===== src/rtl/fcull_pkg.sv =====
// Shared types and constants for the frustum culling core.
// Holds the item, plane and cell-to-cell bus types and the field widths.
// Used by fcull_cell and frustum_cull_sphere_aabb_core; depends on nothing.
package fcull_pkg;

	// Planes that are tested, and plane registers that exist.
	localparam int NUM_PLANES = 6;
	localparam int PLANE_REGS = 6;

	// Configuration port.
	localparam int DATA_W    = 64;
	localparam int ADDR_W    = 6;
	localparam int REG_IDX_W = 3;
	localparam int REG_LSB   = 3;

	// Field widths.
	localparam int COORD_W  = 24;
	localparam int RADIUS_W = 23;
	localparam int NORM_W   = 12;
	localparam int DIST_W   = 28;

	// Q.18 alignment of distance and radius against the products.
	localparam int ALIGN_W = 10;
	localparam int PROD_W  = NORM_W + COORD_W;
	localparam int BIAS_W  = DIST_W + 1 + ALIGN_W;
	localparam int SUM_W   = BIAS_W + 2;

	localparam logic MODE_SPHERE = 1'b0;
	localparam logic MODE_BOX    = 1'b1;

	typedef struct packed {
		logic                       mode;
		logic signed [COORD_W-1:0]  point_a_x;
		logic signed [COORD_W-1:0]  point_a_y;
		logic signed [COORD_W-1:0]  point_a_z;
		logic signed [COORD_W-1:0]  point_b_x;
		logic signed [COORD_W-1:0]  point_b_y;
		logic signed [COORD_W-1:0]  point_b_z;
		logic        [RADIUS_W-1:0] radius;
	} item_t;

	// Packed plane register: distance on top, then normal z, y, x.
	typedef struct packed {
		logic signed [DIST_W-1:0] distance;
		logic signed [NORM_W-1:0] nz;
		logic signed [NORM_W-1:0] ny;
		logic signed [NORM_W-1:0] nx;
	} plane_t;

	// What one cell hands to the next: the request and its running verdict.
	typedef struct packed {
		logic  vis;
		item_t item;
	} cell_bus_t;

endpackage


===== src/rtl/fcull_cell.sv =====
// One plane cell of the culling chain: a product stage and a sum stage.
// Tests the passing request against its plane and folds the result into vis.
// Depends on fcull_pkg.
module fcull_cell (
	input  logic                 clk,
	input  logic                 arst_n,
	input  fcull_pkg::plane_t    plane,
	input  logic                 valid_i,
	input  fcull_pkg::cell_bus_t bus_i,
	output logic                 ready_o,
	output logic                 valid_o,
	output fcull_pkg::cell_bus_t bus_o,
	input  logic                 ready_i
);

	logic en1;
	logic en2;

	logic                                   box;
	logic signed [fcull_pkg::COORD_W-1:0]   px;
	logic signed [fcull_pkg::COORD_W-1:0]   py;
	logic signed [fcull_pkg::COORD_W-1:0]   pz;
	logic signed [fcull_pkg::PROD_W-1:0]    prod_x_c;
	logic signed [fcull_pkg::PROD_W-1:0]    prod_y_c;
	logic signed [fcull_pkg::PROD_W-1:0]    prod_z_c;
	logic signed [fcull_pkg::DIST_W:0]      dist_ext;
	logic signed [fcull_pkg::DIST_W:0]      rad_ext;
	logic signed [fcull_pkg::DIST_W:0]      bias_sum_c;
	logic signed [fcull_pkg::BIAS_W-1:0]    bias_c;

	logic                                   valid_s1;
	fcull_pkg::cell_bus_t                   bus_s1;
	logic signed [fcull_pkg::PROD_W-1:0]    prod_x_s1;
	logic signed [fcull_pkg::PROD_W-1:0]    prod_y_s1;
	logic signed [fcull_pkg::PROD_W-1:0]    prod_z_s1;
	logic signed [fcull_pkg::BIAS_W-1:0]    bias_s1;

	logic signed [fcull_pkg::SUM_W-1:0]     total_c;

	logic                                   valid_s2;
	fcull_pkg::cell_bus_t                   bus_s2;

	// A stage loads when it is empty or its contents move on.
	assign en2     = !valid_s2 || ready_i;
	assign en1     = !valid_s1 || en2;
	assign ready_o = en1;

	// Positive vertex: max corner where the normal component is not negative.
	assign box = (bus_i.item.mode == fcull_pkg::MODE_BOX);
	assign px  = (box && !plane.nx[fcull_pkg::NORM_W-1]) ? bus_i.item.point_b_x
	                                                    : bus_i.item.point_a_x;
	assign py  = (box && !plane.ny[fcull_pkg::NORM_W-1]) ? bus_i.item.point_b_y
	                                                    : bus_i.item.point_a_y;
	assign pz  = (box && !plane.nz[fcull_pkg::NORM_W-1]) ? bus_i.item.point_b_z
	                                                    : bus_i.item.point_a_z;

	assign prod_x_c = plane.nx * px;
	assign prod_y_c = plane.ny * py;
	assign prod_z_c = plane.nz * pz;

	assign dist_ext   = {plane.distance[fcull_pkg::DIST_W-1], plane.distance};
	assign rad_ext    = {{(fcull_pkg::DIST_W + 1 - fcull_pkg::RADIUS_W){1'b0}},
	                     bus_i.item.radius};
	assign bias_sum_c = box ? dist_ext : dist_ext + rad_ext;
	assign bias_c     = {bias_sum_c, {fcull_pkg::ALIGN_W{1'b0}}};

	always_ff @(posedge clk or negedge arst_n) begin
		if (!arst_n) begin
			valid_s1 <= 1'b0;
		end else if (en1) begin
			valid_s1 <= valid_i;
		end
	end

	always_ff @(posedge clk) begin
		if (en1) begin
			bus_s1    <= bus_i;
			prod_x_s1 <= prod_x_c;
			prod_y_s1 <= prod_y_c;
			prod_z_s1 <= prod_z_c;
			bias_s1   <= bias_c;
		end
	end

	assign total_c =
		{{(fcull_pkg::SUM_W - fcull_pkg::PROD_W){prod_x_s1[fcull_pkg::PROD_W-1]}}, prod_x_s1} +
		{{(fcull_pkg::SUM_W - fcull_pkg::PROD_W){prod_y_s1[fcull_pkg::PROD_W-1]}}, prod_y_s1} +
		{{(fcull_pkg::SUM_W - fcull_pkg::PROD_W){prod_z_s1[fcull_pkg::PROD_W-1]}}, prod_z_s1} +
		{{(fcull_pkg::SUM_W - fcull_pkg::BIAS_W){bias_s1[fcull_pkg::BIAS_W-1]}}, bias_s1};

	always_ff @(posedge clk or negedge arst_n) begin
		if (!arst_n) begin
			valid_s2 <= 1'b0;
		end else if (en2) begin
			valid_s2 <= valid_s1;
		end
	end

	// A negative sum puts the object wholly behind this plane.
	always_ff @(posedge clk) begin
		if (en2) begin
			bus_s2.vis  <= bus_s1.vis & ~total_c[fcull_pkg::SUM_W-1];
			bus_s2.item <= bus_s1.item;
		end
	end

	assign valid_o = valid_s2;
	assign bus_o   = bus_s2;

endmodule


===== config.mk =====
export PLATFORM = sky130hd
export DESIGN_NAME = fcull_cell
export DESIGN_NICKNAME = d
export VERILOG_FILES = /design/src/rtl/fcull_pkg.sv /design/src/rtl/fcull_cell.sv
export SDC_FILE = /design/constraint.sdc
export NUM_CORES = 2
export LEC_CHECK = 0
export BUFFER_PORTS_ARGS = -buffer_cell sky130_fd_sc_hd__buf_2
export CORE_ASPECT_RATIO = 0.5
export CORE_UTILIZATION = 55
export CTS_CLUSTER_SIZE = 10
export DETAILED_ROUTE_END_ITERATION = 16
export MAX_ROUTING_LAYER = met4
export PLACE_DENSITY = 0.81
export RECOVER_POWER = 50
export SLEW_MARGIN = 5
export SYNTH_ARGS = -nofsm -noshare
export SYNTH_HDL_FRONTEND = slang
export SYNTH_SLANG_ARGS = --single-unit

===== constraint.sdc =====
create_clock -name clk -period 12 [get_ports clk]
set_input_delay 0.6 -clock clk [delete_from_list [all_inputs] [get_ports clk]]
set_output_delay 0.6 -clock clk [all_outputs]
set_load 0.05 [all_outputs]

# Word-level counts from Yosys, hierarchy flattened
# Index checks and enable logic that the tools add are counted.
# word_totals
output_inout_bits	171
latch_bits	0
mem_bits_rw	0
in_bits	237
memories	0
ff_bits	477
rom_bits	0
# op_classes
addsub	4
n_mul	3
n_reduce_logical	10
muxes	4
div_mod_pow	0
n_eq_ne	0
bitwise_logic	2
order_cmp	0
shift	0
# op_table
op	count
$mul 12x24->36	3
$mux 24	3
$add 38x39->40	1
$add 37x36->38	1
$add 36x36->37	1
$add 28x24->29	1
$mux 29	1
$logic_not 1->1	5
$logic_and 1x1->1	3
$logic_or 1x1->1	2
$and 1x1->1	1
$not 1->1	1

# Longest topological paths before layout
# depth
word_depth	5
mapped_depth	27

# Worst setup path after synthesis
# Ideal clock, no wire load.
# synth_path
kind	register -> register
start	reg valid_s2 (netlist: valid_o)
end	reg bias_s1[10] (netlist bit), enable pin
t_required_ns	8.851
t_arrival_ns	7.822
setup_slack_ns	1.029
n_path_buf	0
stages_incl_launch_ff	2
setup_ns	3.149
path_cell_list	dfrtp_1 nand3b_1
# synth_via
elab_chain_cells	3
# synth_rtl
element	line	source
start, declared	fcull_cell.sv:40	logic valid_s2;
start signal, assigned	fcull_cell.sv:95	valid_s2 <= valid_s1;
$logic_not 1->1	fcull_cell.sv:44	assign en2 = !valid_s2 || ready_i;
$logic_or 1x1->1	fcull_cell.sv:44	
$logic_or 1x1->1	fcull_cell.sv:45	assign en1 = !valid_s1 || en2;
net ready_o	fcull_cell.sv:10	output logic ready_o,
end signal, assigned	fcull_cell.sv:81	bias_s1 <= bias_c;
end, declared	fcull_cell.sv:36	logic signed [fcull_pkg::BIAS_W-1:0] bias_s1;
# The timed path passes the listed nets, and every way through them passes these cells.
# A chain may end at the register's enable or synchronous reset.

# Worst setup path in the final report
# layout_path
start	in bus_i[167] (netlist bit)
end	reg prod_x_s1[35] (netlist bit) (data pin)
# layout_via
elab_chain_cells	3
# layout_rtl
element	line	source
start, declared	fcull_cell.sv:9	input fcull_pkg::cell_bus_t bus_i,
$logic_and 1x1->1	fcull_cell.sv:50	assign px = (box && !plane.nx[fcull_pkg::NORM_W-1]) ? bus_i.item.point_b_x
$mux 24	fcull_cell.sv:50	
$mul 12x24->36	fcull_cell.sv:57	assign prod_x_c = plane.nx * px;
net prod_x_c, one bit	fcull_cell.sv:23	logic signed [fcull_pkg::PROD_W-1:0] prod_x_c;
end signal, assigned	fcull_cell.sv:78	prod_x_s1 <= prod_x_c;
end, declared	fcull_cell.sv:33	logic signed [fcull_pkg::PROD_W-1:0] prod_x_s1;
# The timed path passes the listed nets, and every way through them passes these cells.

==> summary.txt <==
Outcome
  • Status: finished, violations left
  • Failing checks: max-capacitance violations, max-slew violations

Yosys
  • Post-Syn Area per Cell: 11.0 sq um
  • YS warnings: 0
  • Post-synthesis instance area: 48,100 sq um
  • Sequential share of the synthesized area: 29.8%
  • Most common cell in the synthesized netlist: inv_1
  • Post-synth EDFFs: 475
  • Area leader, netlist: fa_1
  • Top cells by area, synth: fa_1 (35%), edfxtp_1 (30%), ha_1 (7.6%)
  • Count of cell types in the netlist: 62
  • Yosys reg bits: 477
  • Most frequent cells after synthesis: inv_1 (917), fa_1 (839), nand2_1 (646), edfxtp_1 (475), ha_1 (293)
  • Post-synth top area share: 34.9%
  • Post-Syn Instances: 4,355
  • Post-Syn Nets: 5,724
  • Main synth FF type: edfxtp_1
  • Asr flop ratio synth: 0.419%

Critical path
  • Worst Setup Start Kind: input port
  • Reg2Reg Launch Point: valid_o
  • Critical Path Fanout Max: a little under 50
  • Critical path class: in -> reg
  • Critical path launch point: bus_i[167]
  • Worst EP arrival: 9680 ps
  • CP Capture Type: flip-flop
  • CP required: 12,390 ps

Detailed routing
  • Via Count: 31,600
  • Initial drt markers: ~2,300
  • DRC: 0
  • Drt pass-1 iters: 7
  • Vias/cell: 5.40
  • Post-detailed-route count of antenna-violating nets: 0
  • Wirelength per Cell: 19.0 um
  • Final wirelength: 111 mm

Finish
  • Fin util: 60.6%
  • Share of layout cells above drive strength 1: under 10%
  • Final instance area: roughly 52,000 sq um
  • Layout area overhead: 8.74%
  • Nets@finish: 6,036

Global routing
  • Grt peak-use layer: met2
  • Total track usage: between 20 and 30%
  • Initial antenna violation count: 3
  • Met3 Use GR: 4.18%
  • Pin count of the biggest net entering global routing: 81
  • M2 GR Usage: 43.0%
  • Vias in the first global route: 33,900
  • First-pass GRT wire length: 179 mm
  • M1 GR Usage: between 30% and 40%
  • Total gr overflow: 0

Flow run
  • Max Cap Violations: 4

Place
  • Post-place setup slack: 3840 ps
  • Placer Congestion: 0.958
  • Post-DP HPWL: around 90 mm
  • Post-DP Area: around 51,000 sq um
  • Port Buf Inserts: 407

Timing
  • # setup viols final: 0
  • Max Slew Vio Count: 206
  • Clock Skews: 28.9 ps
  • RSZ-0062 raised after global routing: false
  • Final Hold Viols: 0
  • Period utilization: 77.4%
  • Final worst slack: 2710 ps
  • Worst-margin pin slew: 3610 ps
  • Fmax: 0.108 GHz
  • Fin crit period: 9290 ps
  • Setup TNS: 0 ps
  • Max-slew headroom: -141%

Clock tree
  • Clock sink count: around 480
  • H-tree lvl count: 2
  • Maximum clock insertion buffer count: 3
  • TritonCTS Buffers: 54
  • Clock root buffer: clkbuf_16
  • Worst skew pair latency: 650 ps
  • Clk pin slew, worst setup/hold paths: roughly 60 ps
  • CTS tree: built

Floorplan
  • Vert. Die Dim: 211 um
  • Die Wd: 420 um
  • Starting Density: 55.7%
  • DIE AREA: 88,700 sq um
  • Area of the core: approximately 86,000 sq um
  • # rows: 76
  • Io pins: 408

Hold path
  • Hold WC Path Type: in -> reg
  • Worst hold start: bus_i[168]
[metrics by stage]
step	std cells	hold slack [ps]
final	5857	133
after global routing	5856	109
after CTS	5854	90.4
after detailed placement	5780	391
after global placement	5780	384
after floorplan	4355	304
[path summary, 6_finish.rpt]
path / end / slack (ps) / cells after the start
min: bus_s1[168] / 130 / 1
max in group asynchronous: valid_s1 / 11600 / 2
max reg2reg: prod_x_s1[33] / 6700 / 4
min reg2reg: bus_o[125] / 400 / 0
max: prod_x_s1[35] / 2710 / 26
min in group asynchronous: valid_o / 270 / 2
[routing by layer]
metal  routed length (um)  vias up
li1                     -    14100
met1                45300    16100
met5                    0        -
met4                 3570        0
met3                 8150      222
met2                54200     1167
[worst max-delay path, stage by stage]
cell,delay [ps]
buf_2,70
clkbuf_1,1590
inv_2,700
nor2_2,550
buf_4,360
mux2_2,480
and2_1,210
fa_1,540
inv_1,50
fa_1,480
fa_1,520
inv_1,60
fa_1,520
inv_1,50
fa_1,470
inv_1,40
ha_1,330
o21ai_0,110
nand2b_1,100
o211ai_1,150
a21oi_1,460
a211oi_1,210
o31ai_1,520
nand3_1,150
a21oi_1,200
xnor2_1,90
[cell type report]
cell class | instances | area, sq um
flip-flops and latches | 477 | 14300
clock inverters | 5 | 96.3
clock buffers | 68 | 1400
multi-input cells | 2796 | 29700
inverters | 918 | 3450
well taps | 1170 | 1460
fillers | 7012 | 34000
repair buffers | 420 | 1840
diodes | 3 | 7.51
[repair_timing]
action	in CTS	in global routing
endpoints found under the hold margin	2	0
hold buffers	1	0
gates resized for setup	0	0
setup buffers	0	0
[layout by cell type, fill, tap and decap left out, types with 11 or more instances in the layout]
master / synthesis / routed
nand4_1: 18 / 18
nand2b_1: 31 / 31
o21a_1: 15 / 15
nor3_1: 12 / 12
nand2_1: 646 / 646
buf_2: 0 / 181
nand3_1: 30 / 30
fa_1: 839 / 839
xnor2_1: 102 / 102
ha_1: 293 / 293
a21oi_1: 94 / 94
a211oi_1: 20 / 20
nor2_1: 121 / 118
and2_1: 212 / 212
clkbuf_16: 0 / 54
o21bai_1: 15 / 15
o211ai_1: 11 / 11
clkbuf_1: 163 / 243
edfxtp_1: 475 / 475
o21ai_0: 61 / 61
xor2_1: 26 / 26
a21o_1: 69 / 69
mux2_2: 72 / 72
inv_1: 917 / 917
nor2b_1: 20 / 20
[state kept, by name, summed over array words and instances (netlist names)]
| register | cells |
|---|---|
| bus_o | 169 |
| valid_o | 1 |
| prod_z_s1 | 36 |
| valid_s1 | 1 |
| prod_y_s1 | 36 |
| prod_x_s1 | 36 |
| bus_s1 | 169 |
| bias_s1 | 29 |
[kinds of logic after synthesis]
kind of cell | share of synthesized area [%]
AOI/OAI and AO/OA | 4.74
xor gates and xnor gates | 2.33
adders and majority gates | 42.5
buffers and inverters | 8.44
DFF | 29.8
muxes | 1.73
and+or+nand+nor | 10.5
Power is not shown: default switching activity piles up to over one toggle a cycle in this logic, so the estimate is an artifact.
